File: config.mk
export PLATFORM = sky130hd
export DESIGN_NAME = playfair_digraph_encrypt
export DESIGN_NICKNAME = d
export VERILOG_FILES = /design/src/sv/pf_pkg.sv /design/src/sv/playfair_digraph_encrypt.sv /design/src/sv/pf_ram.sv /design/src/sv/pf_front.sv /design/src/sv/pf_queue.sv /design/src/sv/pf_back.sv
export SDC_FILE = /design/constraint.sdc
export NUM_CORES = 1
export LEC_CHECK = 0
export BUFFER_PORTS_ARGS = -buffer_cell sky130_fd_sc_hd__buf_2
export CORE_MARGIN = 5
export CORE_UTILIZATION = 48
export CTS_CLUSTER_DIAMETER = 60
export DETAILED_ROUTE_END_ITERATION = 12
export HOLD_SLACK_MARGIN = 0.06
export PLACE_DENSITY = 0.6
export SYNTH_ARGS = -nofsm -noshare
export SYNTH_HDL_FRONTEND = slang
export SYNTH_HIERARCHICAL = 1
export SYNTH_SLANG_ARGS = --single-unit
File: constraint.sdc
create_clock -name i_clk -period 9.1 [get_ports i_clk]
set_input_delay 1.365 -clock i_clk [delete_from_list [all_inputs] [get_ports i_clk]]
set_output_delay 1.365 -clock i_clk [all_outputs]
set_load 0.005 [all_outputs]
File: src/sv/pf_pkg.sv
// ----------------------------------------------------------------------------
// Playfair encryptor package
// Letter codes, item kinds, the command word passed from front to back and
// small helpers for positions in the 5x5 square.
// ----------------------------------------------------------------------------
package pf_pkg;

    localparam logic [4:0] LETTER_J = 5'd9;
    localparam logic [4:0] LETTER_Q = 5'd16;
    localparam logic [4:0] LETTER_X = 5'd23;
    localparam logic [4:0] ALPHABET = 5'd26;
    localparam logic [4:0] CELLS    = 5'd25;
    localparam int unsigned CELL_DEPTH   = 25;
    localparam int unsigned LETTER_DEPTH = 26;

    typedef enum logic [1:0] {
        KIND_KEY     = 2'd0,
        KIND_KEY_END = 2'd1,
        KIND_TEXT    = 2'd2,
        KIND_TEXT_END = 2'd3
    } t_kind;

    typedef enum logic {
        OP_PLACE = 1'b0,
        OP_ENC   = 1'b1
    } t_op;

    // PLACE: a is the letter, b its cell. ENC: a and b form the digraph.
    typedef struct packed {
        t_op        op;
        logic [4:0] a;
        logic [4:0] b;
        logic       last;
    } t_cmd;

    function automatic logic [2:0] row_of(input logic [4:0] p);
        logic [2:0] r;
        if (p >= 5'd20)      r = 3'd4;
        else if (p >= 5'd15) r = 3'd3;
        else if (p >= 5'd10) r = 3'd2;
        else if (p >= 5'd5)  r = 3'd1;
        else                 r = 3'd0;
        return r;
    endfunction

    function automatic logic [2:0] col_of(input logic [4:0] p);
        logic [2:0] r;
        logic [4:0] base;
        r    = row_of(p);
        base = {r, 2'b00} + {2'b00, r};
        return 3'(p - base);
    endfunction

    function automatic logic [2:0] wrap_inc(input logic [2:0] v);
        return (v == 3'd4) ? 3'd0 : v + 3'd1;
    endfunction

    function automatic logic [4:0] cell_idx(input logic [2:0] r, input logic [2:0] c);
        return {r, 2'b00} + {2'b00, r} + {2'b00, c};
    endfunction

endpackage

File: src/sv/playfair_digraph_encrypt.sv
// ----------------------------------------------------------------------------
// Playfair digraph encryptor
// Input channel (i_valid/o_ready) carries a kind and a letter per word; the
// output channel (o_valid/i_ready) carries one encrypted digraph per word.
// A key-end word walks the alphabet to fill the rest of the square, one letter
// per cycle while the queue is not full; no input word is taken during the
// walk. Text letters pair up; each pair becomes an encrypt command in the
// queue, and the back end handles each pair as a position read, a square
// read and the output load, taking no new command from the queue until the
// last pair is loaded into the output register. A completed pair passes the
// queue and these steps in order before it appears at the output.
// Reset clears the front and back control state and the output valid flag;
// the square contents are not cleared, since every cell is rewritten before
// it can be read. While the receiver stalls, the result holds in the output
// register and the queue keeps taking words until it fills.
// ----------------------------------------------------------------------------
module playfair_digraph_encrypt import pf_pkg::*; #(
    parameter int unsigned QUEUE_DEPTH = 2
) (
    input  logic       i_clk,
    input  logic       i_rst_n,
    input  logic       i_valid,
    output logic       o_ready,
    input  logic [1:0] i_kind,
    input  logic [4:0] i_letter,
    output logic       o_valid,
    input  logic       i_ready,
    output logic [4:0] o_cipher_first,
    output logic [4:0] o_cipher_second,
    output logic       o_message_end
);

    t_cmd push_cmd;
    t_cmd head_cmd;
    logic push;
    logic full;
    logic pop;
    logic empty;

    pf_front u_front (
        .i_clk    (i_clk),
        .i_rst_n  (i_rst_n),
        .i_valid  (i_valid),
        .o_ready  (o_ready),
        .i_kind   (i_kind),
        .i_letter (i_letter),
        .o_push   (push),
        .o_cmd    (push_cmd),
        .i_full   (full)
    );

    pf_queue #(.DEPTH(QUEUE_DEPTH)) u_queue (
        .i_clk   (i_clk),
        .i_rst_n (i_rst_n),
        .i_push  (push),
        .i_cmd   (push_cmd),
        .o_full  (full),
        .i_pop   (pop),
        .o_cmd   (head_cmd),
        .o_empty (empty)
    );

    pf_back u_back (
        .i_clk           (i_clk),
        .i_rst_n         (i_rst_n),
        .i_cmd           (head_cmd),
        .i_empty         (empty),
        .o_pop           (pop),
        .o_valid         (o_valid),
        .i_ready         (i_ready),
        .o_cipher_first  (o_cipher_first),
        .o_cipher_second (o_cipher_second),
        .o_message_end   (o_message_end)
    );

endmodule

File: src/sv/pf_ram.sv
// ----------------------------------------------------------------------------
// Generic RAM
// One write port and two read ports; read data is registered and held while
// the read enable is low.
// ----------------------------------------------------------------------------
module pf_ram #(
    parameter int unsigned WIDTH = 5,
    parameter int unsigned DEPTH = 25,
    localparam int unsigned AW = (DEPTH > 1) ? $clog2(DEPTH) : 1
) (
    input  logic             i_clk,
    input  logic             i_we,
    input  logic [AW-1:0]    i_waddr,
    input  logic [WIDTH-1:0] i_wdata,
    input  logic             i_rd_en,
    input  logic [AW-1:0]    i_raddr0,
    input  logic [AW-1:0]    i_raddr1,
    output logic [WIDTH-1:0] o_rdata0,
    output logic [WIDTH-1:0] o_rdata1
);

    logic [WIDTH-1:0] r_mem [DEPTH];

    always_ff @(posedge i_clk) begin
        if (i_we) begin
            r_mem[i_waddr] <= i_wdata;
        end
        if (i_rd_en) begin
            o_rdata0 <= r_mem[i_raddr0];
            o_rdata1 <= r_mem[i_raddr1];
        end
    end

endmodule

File: src/sv/pf_front.sv
// ----------------------------------------------------------------------------
// Playfair encryptor front end
// Accepts input words, tracks the key square fill and the text pairing, and
// issues place and encrypt commands into the queue.
// ----------------------------------------------------------------------------
module pf_front import pf_pkg::*; (
    input  logic       i_clk,
    input  logic       i_rst_n,
    input  logic       i_valid,
    output logic       o_ready,
    input  logic [1:0] i_kind,
    input  logic [4:0] i_letter,
    output logic       o_push,
    output t_cmd       o_cmd,
    input  logic       i_full
);

    typedef enum logic [1:0] {
        F_RUN  = 2'b01,
        F_FILL = 2'b10
    } t_fstate;

    t_fstate     r_state, n_state;
    logic [25:0] r_used, n_used;
    logic [4:0]  r_count, n_count;
    logic        r_ready, n_ready;
    logic        r_pend, n_pend;
    logic [4:0]  r_pend_letter, n_pend_letter;
    logic [4:0]  r_walk, n_walk;

    logic        accept;
    logic        adv;
    logic [25:0] used_eff;
    logic [4:0]  count_eff;
    t_kind       kind;

    assign kind    = t_kind'(i_kind);
    assign o_ready = (r_state == F_RUN) && !i_full;
    assign accept  = i_valid && o_ready;

    always_comb begin
        n_state       = r_state;
        n_used        = r_used;
        n_count       = r_count;
        n_ready       = r_ready;
        n_pend        = r_pend;
        n_pend_letter = r_pend_letter;
        n_walk        = r_walk;
        o_push        = 1'b0;
        o_cmd         = '{op: OP_PLACE, a: 5'd0, b: 5'd0, last: 1'b0};
        adv           = 1'b0;
        used_eff      = r_used;
        count_eff     = r_count;

        case (r_state)
            F_FILL: begin
                // Walk the alphabet once, placing each letter still unused.
                if (r_walk != LETTER_J && !r_used[r_walk] && r_count < CELLS) begin
                    if (!i_full) begin
                        o_push  = 1'b1;
                        o_cmd   = '{op: OP_PLACE, a: r_walk, b: r_count, last: 1'b0};
                        n_used  = r_used | (26'd1 << r_walk);
                        n_count = r_count + 5'd1;
                        adv     = 1'b1;
                    end
                end else begin
                    adv = 1'b1;
                end
                if (adv) begin
                    if (r_walk == ALPHABET - 5'd1) begin
                        n_ready = 1'b1;
                        n_state = F_RUN;
                    end else begin
                        n_walk = r_walk + 5'd1;
                    end
                end
            end
            F_RUN: begin
                if (accept) begin
                    case (kind)
                        KIND_KEY: begin
                            // A key letter after a finished square opens a new one.
                            if (r_ready) begin
                                used_eff  = '0;
                                count_eff = '0;
                                n_used    = '0;
                                n_count   = '0;
                                n_ready   = 1'b0;
                                n_pend    = 1'b0;
                                n_pend_letter = '0;
                            end
                            if (i_letter < ALPHABET && i_letter != LETTER_J &&
                                !used_eff[i_letter] && count_eff < CELLS) begin
                                o_push  = 1'b1;
                                o_cmd   = '{op: OP_PLACE, a: i_letter, b: count_eff,
                                            last: 1'b0};
                                n_used  = used_eff | (26'd1 << i_letter);
                                n_count = count_eff + 5'd1;
                            end
                        end
                        KIND_KEY_END: begin
                            n_walk  = '0;
                            n_state = F_FILL;
                        end
                        KIND_TEXT: begin
                            if (r_ready && i_letter < ALPHABET) begin
                                if (!r_pend) begin
                                    n_pend        = 1'b1;
                                    n_pend_letter = i_letter;
                                end else if (r_pend_letter == i_letter) begin
                                    // Doubled letter: split with a filler, keep it waiting.
                                    o_push = 1'b1;
                                    o_cmd  = '{op: OP_ENC, a: i_letter,
                                               b: (i_letter == LETTER_X) ? LETTER_Q : LETTER_X,
                                               last: 1'b0};
                                end else begin
                                    o_push = 1'b1;
                                    o_cmd  = '{op: OP_ENC, a: r_pend_letter, b: i_letter,
                                               last: 1'b0};
                                    n_pend        = 1'b0;
                                    n_pend_letter = '0;
                                end
                            end
                        end
                        KIND_TEXT_END: begin
                            if (r_ready && r_pend) begin
                                o_push = 1'b1;
                                o_cmd  = '{op: OP_ENC, a: r_pend_letter, b: LETTER_X,
                                           last: 1'b1};
                                n_pend        = 1'b0;
                                n_pend_letter = '0;
                            end
                        end
                        default: begin
                        end
                    endcase
                end
            end
            default: begin
                n_state = F_RUN;
            end
        endcase
    end

    always_ff @(posedge i_clk) begin
        if (!i_rst_n) begin
            r_state       <= F_RUN;
            r_used        <= '0;
            r_count       <= '0;
            r_ready       <= 1'b0;
            r_pend        <= 1'b0;
            r_pend_letter <= '0;
            r_walk        <= '0;
        end else begin
            r_state       <= n_state;
            r_used        <= n_used;
            r_count       <= n_count;
            r_ready       <= n_ready;
            r_pend        <= n_pend;
            r_pend_letter <= n_pend_letter;
            r_walk        <= n_walk;
        end
    end

endmodule

File: src/sv/pf_queue.sv
// ----------------------------------------------------------------------------
// Playfair encryptor command queue
// Small first-in first-out buffer of commands between front and back.
// ----------------------------------------------------------------------------
module pf_queue import pf_pkg::*; #(
    parameter int unsigned DEPTH = 2,
    localparam int unsigned PW = (DEPTH > 1) ? $clog2(DEPTH) : 1,
    localparam int unsigned CW = $clog2(DEPTH + 1)
) (
    input  logic i_clk,
    input  logic i_rst_n,
    input  logic i_push,
    input  t_cmd i_cmd,
    output logic o_full,
    input  logic i_pop,
    output t_cmd o_cmd,
    output logic o_empty
);

    t_cmd          r_mem [DEPTH];
    logic [PW-1:0] r_wptr, n_wptr;
    logic [PW-1:0] r_rptr, n_rptr;
    logic [CW-1:0] r_cnt, n_cnt;
    logic          do_push;
    logic          do_pop;

    assign o_full  = (r_cnt == CW'(DEPTH));
    assign o_empty = (r_cnt == '0);
    assign o_cmd   = r_mem[r_rptr];
    assign do_push = i_push && !o_full;
    assign do_pop  = i_pop && !o_empty;

    always_comb begin
        n_wptr = r_wptr;
        n_rptr = r_rptr;
        n_cnt  = r_cnt;
        if (do_push) begin
            n_wptr = (r_wptr == PW'(DEPTH - 1)) ? '0 : r_wptr + PW'(1);
        end
        if (do_pop) begin
            n_rptr = (r_rptr == PW'(DEPTH - 1)) ? '0 : r_rptr + PW'(1);
        end
        if (do_push && !do_pop) begin
            n_cnt = r_cnt + CW'(1);
        end else if (do_pop && !do_push) begin
            n_cnt = r_cnt - CW'(1);
        end
    end

    always_ff @(posedge i_clk) begin
        if (do_push) begin
            r_mem[r_wptr] <= i_cmd;
        end
    end

    always_ff @(posedge i_clk) begin
        if (!i_rst_n) begin
            r_wptr <= '0;
            r_rptr <= '0;
            r_cnt  <= '0;
        end else begin
            r_wptr <= n_wptr;
            r_rptr <= n_rptr;
            r_cnt  <= n_cnt;
        end
    end

endmodule

File: src/sv/pf_back.sv
// ----------------------------------------------------------------------------
// Playfair encryptor back end
// Holds the square and the letter positions, carries out place commands and
// encrypts digraphs into the output register.
// ----------------------------------------------------------------------------
module pf_back import pf_pkg::*; (
    input  logic       i_clk,
    input  logic       i_rst_n,
    input  t_cmd       i_cmd,
    input  logic       i_empty,
    output logic       o_pop,
    output logic       o_valid,
    input  logic       i_ready,
    output logic [4:0] o_cipher_first,
    output logic [4:0] o_cipher_second,
    output logic       o_message_end
);

    typedef enum logic [2:0] {
        B_IDLE  = 3'b001,
        B_LOOK  = 3'b010,
        B_FETCH = 3'b100
    } t_bstate;

    t_bstate    r_state, n_state;
    logic       r_a_j;
    logic       r_b_j;
    logic       r_last;
    logic       r_out_valid, n_out_valid;
    logic [4:0] r_first;
    logic [4:0] r_second;
    logic       r_end;

    logic       place_we;
    logic       enc_start;
    logic       load_out;
    logic [4:0] pl_rd0, pl_rd1;
    logic [4:0] sq_rd0, sq_rd1;
    logic [4:0] pa, pb;
    logic [2:0] ra, ca, rb, cb;
    logic [4:0] sq_addr0, sq_addr1;

    assign o_pop     = (r_state == B_IDLE) && !i_empty;
    assign place_we  = o_pop && (i_cmd.op == OP_PLACE);
    assign enc_start = o_pop && (i_cmd.op == OP_ENC);
    assign load_out  = (r_state == B_FETCH) && (!r_out_valid || i_ready);

    // Letter position store: indexed by letter, holds its cell.
    pf_ram #(.WIDTH(5), .DEPTH(LETTER_DEPTH)) u_place (
        .i_clk    (i_clk),
        .i_we     (place_we),
        .i_waddr  (i_cmd.a),
        .i_wdata  (i_cmd.b),
        .i_rd_en  (enc_start),
        .i_raddr0 (i_cmd.a),
        .i_raddr1 (i_cmd.b),
        .o_rdata0 (pl_rd0),
        .o_rdata1 (pl_rd1)
    );

    // Square store: indexed by cell, holds its letter.
    pf_ram #(.WIDTH(5), .DEPTH(CELL_DEPTH)) u_square (
        .i_clk    (i_clk),
        .i_we     (place_we),
        .i_waddr  (i_cmd.b),
        .i_wdata  (i_cmd.a),
        .i_rd_en  (r_state == B_LOOK),
        .i_raddr0 (sq_addr0),
        .i_raddr1 (sq_addr1),
        .o_rdata0 (sq_rd0),
        .o_rdata1 (sq_rd1)
    );

    // J is never placed, so its position is the corner cell.
    always_comb begin
        pa = r_a_j ? 5'd0 : pl_rd0;
        pb = r_b_j ? 5'd0 : pl_rd1;
        ra = row_of(pa);
        ca = col_of(pa);
        rb = row_of(pb);
        cb = col_of(pb);
        if (ra == rb) begin
            sq_addr0 = cell_idx(ra, wrap_inc(ca));
            sq_addr1 = cell_idx(rb, wrap_inc(cb));
        end else if (ca == cb) begin
            sq_addr0 = cell_idx(wrap_inc(ra), ca);
            sq_addr1 = cell_idx(wrap_inc(rb), cb);
        end else begin
            sq_addr0 = cell_idx(ra, cb);
            sq_addr1 = cell_idx(rb, ca);
        end
    end

    always_comb begin
        n_state     = r_state;
        n_out_valid = r_out_valid;
        if (r_out_valid && i_ready) begin
            n_out_valid = 1'b0;
        end
        case (r_state)
            B_IDLE: begin
                if (enc_start) begin
                    n_state = B_LOOK;
                end
            end
            B_LOOK: begin
                n_state = B_FETCH;
            end
            B_FETCH: begin
                if (load_out) begin
                    n_out_valid = 1'b1;
                    n_state     = B_IDLE;
                end
            end
            default: begin
                n_state = B_IDLE;
            end
        endcase
    end

    always_ff @(posedge i_clk) begin
        if (!i_rst_n) begin
            r_state     <= B_IDLE;
            r_out_valid <= 1'b0;
        end else begin
            r_state     <= n_state;
            r_out_valid <= n_out_valid;
        end
    end

    always_ff @(posedge i_clk) begin
        if (enc_start) begin
            r_a_j  <= (i_cmd.a == LETTER_J);
            r_b_j  <= (i_cmd.b == LETTER_J);
            r_last <= i_cmd.last;
        end
        if (load_out) begin
            r_first  <= sq_rd0;
            r_second <= sq_rd1;
            r_end    <= r_last;
        end
    end

    assign o_valid         = r_out_valid;
    assign o_cipher_first  = r_first;
    assign o_cipher_second = r_second;
    assign o_message_end   = r_end;

endmodule

==> flow_summary.json, run 1 <==
{
  "start_kind": "flip-flop",
  "drt.antenna.violating_nets": 0,
  "synth_fp_nets": 1615,
  "slowest_delay_ps": 890,
  "cp_cell_sequence": "or2_1 > a31oi_2 > a221oi_1 > ha_1 > fa_1 > xnor2_1 > xnor2_2 > mux2i_2 > mux2i_1 > a21oi_4 > buf_4 > mux4_2 > nor2b_1 > a211oi_1 > o211ai_1",
  "holdCritPathClass": "flip-flop to flip-flop",
  "critPathCaptureType": "flip-flop",
  "cts_setup_buffers": 0,
  "synthTopCellsByCount": "edfxtp_1, nor2_1, mux2i_1",
  "grt_max_degree": 72,
  "vdd_drop_max_uv": 278.4,
  "whs_ps": 436.0,
  "final-hold-violation-count": 0,
  "drive_gt1_share_pct": 17.66,
  "drv_slew": 0,
  "cts_resized": 0,
  "yosys_most_used_dff": "edfxtp_1",
  "cts_num_sinks": 367,
  "io_pins": 24,
  "fin_crit_sh_pct": 66.43,
  "antenna_found_initial": 3,
  "clock-root-buffer": "clkbuf_16",
  "cts_buffer_depth": 3,
  "yosysMostFrequentCell": "edfxtp_1",
  "min_period_ps": 6045,
  "core_um2": 41670,
  "path_class": "flip-flop to flip-flop",
  "fin_setup_tns_ps": 0,
  "crit_path_max_fanout": 20,
  "netlist.area_leader.share_pct": 46.83,
  "rsz0062_at_grt": "no",
  "rrSetupSlack_ps": 3050,
  "die_area_um2": 46000,
  "io_buffer_count": 23,
  "area_growth_pct": 10.51,
  "postCtsHoldBufs": 0,
  "skew_ps": 22.90,
  "tritoncts": "yes",
  "drc_errors": 0,
  "clock.fmax_mhz": 165.4,
  "yosysTopAreaCell": "edfxtp_1",
  "viasPerCell": 6.363,
  "nets": 1615,
  "clk_latency_ps": 580,
  "final-setup-viol-count": 0,
  "place_congestion": 0.8946,
  "power_density_nw_per_um2": 290.1,
  "grt_remaining_overflow": 0,
  "stdcell_count": 2131,
  "synthCells": 1556,
  "grt_usage_pct": 22.16,
  "die_h_um": 214.5,
  "netlist_area_um2": 20070,
  "dr.pass1.iters": 8,
  "synthTopCellsByArea": "edfxtp_1, mux4_2, dfxtp_1, mux2i_1, ha_1",
  "worstMarginPinSlew_ps": 1122,
  "crit_slowest_cell": "mux2i_2",
  "syn_area_per_cell_um2": 12.90,
  "yosys_warnings": 6,
  "grt_pass1_vias": 13560,
  "outcome": "finished clean",
  "synth_edf_count": 313,
  "numPlacedInstances": 2049,
  "p_int_uw": 4154,
  "start_util_pct": 48.17,
  "swShare_pct": 35.44,
  "clk_pin_slew_ps": 60,
  "drtIter0Drc": 1325,
  "wire_per_inst_um": 24.34,
  "htreeDepth": 2,
  "core.rowCount": 75,
  "grt_pass1_wl_um": 80370,
  "ys_seq_area_share_pct": 52.22,
  "max_cap_violations": 0,
  "ys_types": 93,
  "dp_hpwl_um": 34730,
  "slew_headroom_pct": 24.60,
  "crit_required_ps": 9410,
  "die_x_um": 214.5,
  "clockPowerShare_pct": 28.7,
  "crit_arrival_ps": 6360,
  "p_comb_share_pct": 39.7,
  "p_leak_uw": 0.007618,
  "p_seq_share_pct": 31.6,
  "via_count": 13560,
  "ys_async_sr_fraction_pct": 0,
  "cts_made_buffers": 44,
  "synth_seq_cells": 367,
  "wl_um": 51860,
  "power.switching_uw": 2280
}
stage by stage:
| step | utilization [%] | setup WS [ps] | instance area (µm²) | total power, µW |
|---|---|---|---|---|
| floorplan | - | 3890 | 20070 | 3953 |
| global placement | 49.49 | 3166 | 20620 | 4571 |
| detailed placement | 49.49 | 3034 | 20620 | 4598 |
| CTS | 53.23 | 3037 | 22180 | 6467 |
| global route | 53.23 | 2592 | 22180 | 6753 |
| finish | 53.23 | 3055 | 22180 | 6435 |
power by group through the flow:
stage / clock network [µW] / registers [µW] / logic, µW
after floorplan: 0 / 2020 / 1930
after global placement: 0 / 2060 / 2510
after detailed placement: 0 / 2060 / 2530
after CTS: 1890 / 2030 / 2550
after global routing: 1970 / 2040 / 2750
final: 1850 / 2030 / 2550
sequential cells by signal, summed over array words and instances (netlist names), 2 cells and up, named ones only:
register and flops:
u_back/u_place/r_mem 130, u_back/u_square/r_mem 125, u_front/r_used 26, u_queue/r_mem 24, u_back/o_cipher_first 5, u_back/o_cipher_second 5
u_back/u_place/o_rdata0 5, u_back/u_place/o_rdata1 5, u_back/u_square/o_rdata0 5, u_back/u_square/o_rdata1 5, u_front/r_count 5, u_front/r_pend_letter 5
u_front/r_walk 5, u_back/r_state 3, u_front/r_state 2, u_queue/r_cnt 2
worst max-delay path: cells and delay by family, from the launching register on:
| family | cells | cell delay, ps |
|---|---|---|
| AO/OA/AOI/OAI | 5 | 1490 |
| XOR/XNOR | 2 | 620 |
| adder cells (fa/ha/maj) | 2 | 620 |
| buffers and inverters | 1 | 470 |
| flip-flops | 1 | 450 |
| multiplexers | 3 | 1700 |
| AND/OR/NAND/NOR | 2 | 410 |
layout by cell type, fill, tap and decap left out, drive strengths merged, types with 11 or more instances in the layout:
cell type / instances
nand3: 34
o22ai: 12
a22oi: 21
nand2: 92
or3: 11
nand3b: 14
or2: 11
o211ai: 16
mux4: 97
nor3: 30
nand4: 16
nor2: 122
dfxtp: 54
a31oi: 15
ha: 38
o21ai: 60
inv: 46
mux2: 29
a21o: 20
a21boi: 12
buf: 45
a32o: 19
a21oi: 58
edfxtp: 313
nand2b: 20
and3: 11
clkbuf: 49
mux2i: 94
and2: 17
nor2b: 35
xnor2: 19
cell families (layout without fill, tap and decap cells):
group	after synthesis	after routing	share of synthesized area [%]
buffers and inverters	130	165	3.036
adders and majority gates	48	48	3.367
AOI/OAI and AO/OA	326	326	11.67
DFF	367	367	52.22
and+or+nand+nor	439	439	11.09
muxes	220	220	17.44
other	0	1	0
xor gates and xnor gates	26	26	1.172
cell type report:
| cell class | count | area (µm²) |
|---|---|---|
| clock inverters | 32 | 394.1 |
| multi-input cells | 1059 | 9039 |
| well taps | 539 | 674.4 |
| repair buffers | 45 | 280.3 |
| diodes | 1 | 2.502 |
| inverters | 39 | 146.4 |
| clock buffers | 49 | 1162 |
| fillers | 3510 | 19490 |
| flip-flops and latches | 367 | 10480 |
path summary, 6_finish.rpt:
kind                              start                          end  cells past startpoint
max reg2reg  u_back/u_place/o_rdata1[1]  u_back/u_square/o_rdata0[2]                     15
min reg2reg               u_back/r_last         u_back/o_message_end                      0
min                       u_back/r_last         u_back/o_message_end                      0
max          u_back/u_place/o_rdata1[1]  u_back/u_square/o_rdata0[2]                     15
layer usage:
layer | global-route usage [%] | part of all wire [%] | vias up
met5 | 0 | 0 | -
met4 | 7.065 | 3.2 | 0
met3 | 4.207 | 6.5 | 101
met2 | 37.17 | 49 | 517
met1 | 29.40 | 41 | 6798
li1 | - | - | 6144
Power figures use the tool's default switching activity.
==> run 2: changes to the inputs <==
--- a/config.mk
+++ b/config.mk
@@ -5,13 +5,14 @@
 export SDC_FILE = /design/constraint.sdc
 export NUM_CORES = 1
 export LEC_CHECK = 0
+export ABC_AREA = 1
 export BUFFER_PORTS_ARGS = -buffer_cell sky130_fd_sc_hd__buf_2
 export CORE_MARGIN = 5
 export CORE_UTILIZATION = 48
 export CTS_CLUSTER_DIAMETER = 60
 export DETAILED_ROUTE_END_ITERATION = 12
 export HOLD_SLACK_MARGIN = 0.06
-export PLACE_DENSITY = 0.6
+export PLACE_DENSITY = 0.63
 export SYNTH_ARGS = -nofsm -noshare
 export SYNTH_HDL_FRONTEND = slang
 export SYNTH_HIERARCHICAL = 1
==> constraint.sdc (replaced) <==
create_clock -name i_clk -period 5.34 [get_ports i_clk]
set_input_delay 0.801 -clock i_clk [delete_from_list [all_inputs] [get_ports i_clk]]
set_output_delay 0.801 -clock i_clk [all_outputs]
set_load 0.005 [all_outputs]
==> flow_summary.json, run 2 <==
{
  "cts_buffer_depth": 3,
  "outcome": "finished clean",
  "use_met1_pct": 32.46,
  "synthTopCellsByArea": "edfxtp_1, nand2_1, nand3_1, inv_1, dfxtp_1",
  "clock-root-buffer": "clkbuf_16",
  "die_area_um2": 51060,
  "synthTopCellsByCount": "nand2_1, nand3_1, edfxtp_1",
  "netlist.area_leader.share_pct": 41.99,
  "wire_per_inst_um": 18.59,
  "clock.fmax_mhz": 205.2,
  "slowest_delay_ps": 540,
  "grt_remaining_overflow": 0,
  "antenna_found_initial": 0,
  "worstMarginPinSlew_ps": 1072,
  "regArea_um2": 10480,
  "pre_cts_slack_ps": 484.3,
  "crit_slowest_cell": "fa_1",
  "fin_area_um2": 24030,
  "largest_reg_flops": 130,
  "viasPerCell": 5.603,
  "fillers": 4352,
  "regMostFlops": "u_back/u_place/r_mem",
  "place_congestion": 0.9564,
  "postCtsHoldBufs": 0,
  "grt_use_met2_pct": 41.06,
  "dr.pass1.iters": 6,
  "yosys_most_used_dff": "edfxtp_1",
  "final_cell_mix": "nand2_1, nand3_1, edfxtp_1, inv_1, nor2_1",
  "final_common_cell": "nand2_1",
  "rsz0062_at_grt": "no",
  "yosysTopAreaCell": "edfxtp_1",
  "antenna_cells": 0,
  "crit_arrival_ps": 5220,
  "fin_setup_tns_ps": 0,
  "yosys_warnings": 6,
  "synthXorXnorAreaFrac_pct": 0.8943,
  "io_buffer_count": 23,
  "ys_seq_area_share_pct": 46.82,
  "path_class": "flip-flop to flip-flop",
  "min_period_ps": 4874,
  "synth_top_family_by_area": "simple AND/OR/NAND/NOR gates",
  "yosysMostFrequentCell": "nand2_1",
  "synth_seq_cells": 367,
  "critPathCaptureType": "flip-flop",
  "synth.area.mux_share_pct": 0.6037,
  "drtIter0Drc": 2067,
  "grt_pass1_wl_um": 101000,
  "dpl_cell_area_um2": 22560,
  "use_met3_pct": 4.563,
  "dp_hpwl_um": 42780,
  "drv_slew": 0,
  "cts_made_buffers": 43,
  "start_util_pct": 48.29,
  "ys_types": 55,
  "grt_busiest_layer": "met2",
  "die_x_um": 226.0,
  "drt.antenna.violating_nets": 0,
  "io_pins": 24,
  "grt_pass1_vias": 18430,
  "clk_latency_ps": 590,
  "tritoncts": "yes",
  "final-hold-violation-count": 0,
  "critPathMostFrequentCell": "nand2_1",
  "synth_edf_count": 313,
  "area_growth_pct": 7.328,
  "clk_pin_slew_ps": 60,
  "synth_fp_nets": 2953,
  "via_count": 19530,
  "fin_crit_sh_pct": 91.27,
  "max_cap_violations": 0,
  "start_kind": "flip-flop",
  "multi_input_area_um2": 9693,
  "crit_path_max_fanout": 16,
  "slew_headroom_pct": 28.29,
  "core_um2": 46360,
  "synth_compound_area_share_pct": 4.555,
  "synth_adder_area_share_pct": 3.018,
  "setup_ws_ps": 466.4,
  "synth-simple-area-share_pct": 34.13,
  "nets": 2902,
  "wl_um": 64780,
  "cts_num_sinks": 367,
  "holdCritPathClass": "flip-flop to flip-flop",
  "drive_gt1_share_pct": 7.540,
  "core.rowCount": 79,
  "skew_ps": 30.07,
  "ys_async_sr_fraction_pct": 0,
  "netlist_area_um2": 22390,
  "grt_usage_pct": 24.86,
  "grt_max_degree": 73,
  "drc_errors": 0,
  "synthCells": 2894,
  "htreeDepth": 2,
  "reg_top3": "u_back/u_place/r_mem (130), u_back/u_square/r_mem (125), u_front/r_used (26)",
  "die_h_um": 226.0,
  "crit_required_ps": 5680,
  "final-setup-viol-count": 0,
  "syn_area_per_cell_um2": 7.735
}
## run 2: worst max-delay path: cells and delay by family (launching register included)
family / cells / cell delay, ps
adders and majority gates: 4 / 1620
buffers and inverters: 6 / 880
DFF: 1 / 450
and+or+nand+nor: 18 / 1700
## run 2: cell type report
cell class                      instances  share of cell area [%]
Clock inverter                         32                   1.505
Sequential cell                       367                   43.62
Timing Repair Buffer                   51                   1.458
Tap cell                              607                   3.161
Clock buffer                           48                   4.598
Inverter                              335                   5.312
Multi-Input combinational cell       2045                   40.34
## run 2: final timing paths
check	endpoint	slack, ps	from	depth (start not counted)
setup reg to reg	u_back/u_square/o_rdata0[2]	470	u_back/r_a_j	28
hold / removal	u_back/o_cipher_second[2]	430	u_back/u_square/o_rdata1[2]	0
hold reg to reg	u_back/o_cipher_second[2]	430	u_back/u_square/o_rdata1[2]	0
setup / recovery	u_back/u_square/o_rdata0[2]	470	u_back/r_a_j	28
## run 2: through the flow
step | hold WS (ps) | std cells | utilization, %
final | 429.8 | 3485 | 51.83
after global routing | 431.7 | 3485 | 51.83
after CTS | 430.8 | 3485 | 51.83
after detailed placement | 416.7 | 3405 | 48.66
after global placement | 415.9 | 3405 | 48.66
after floorplan | 400.3 | 2894 | -
## run 2: cell families (layout without fill, tap and decap cells)
| family | count (synthesis) | in the layout |
|---|---|---|
| simple gates | 1793 | 1793 |
| mux | 12 | 12 |
| xor+xnor | 22 | 22 |
| flops | 367 | 367 |
| compound gates | 170 | 170 |
| buf+inv | 482 | 466 |
| fa+ha+maj | 48 | 48 |
## run 2: per-layer routing
layer,vias to the layer above,routed length (µm)
met5,-,0
met4,0,2539
met3,149,5338
met2,964,30550
met1,9054,26350
li1,9361,-
## run 2: timing repair
| action | CTS | global route |
|---|---|---|
| resized for setup | 0 | 1 |
| buffers inserted | 0 | 0 |
| endpoints found under the setup margin | 0 | 2 |
Power of run 2 is left out: the tool's default activity adds up to more than one toggle a clock period on the data nets, which glitch-free logic cannot reach.
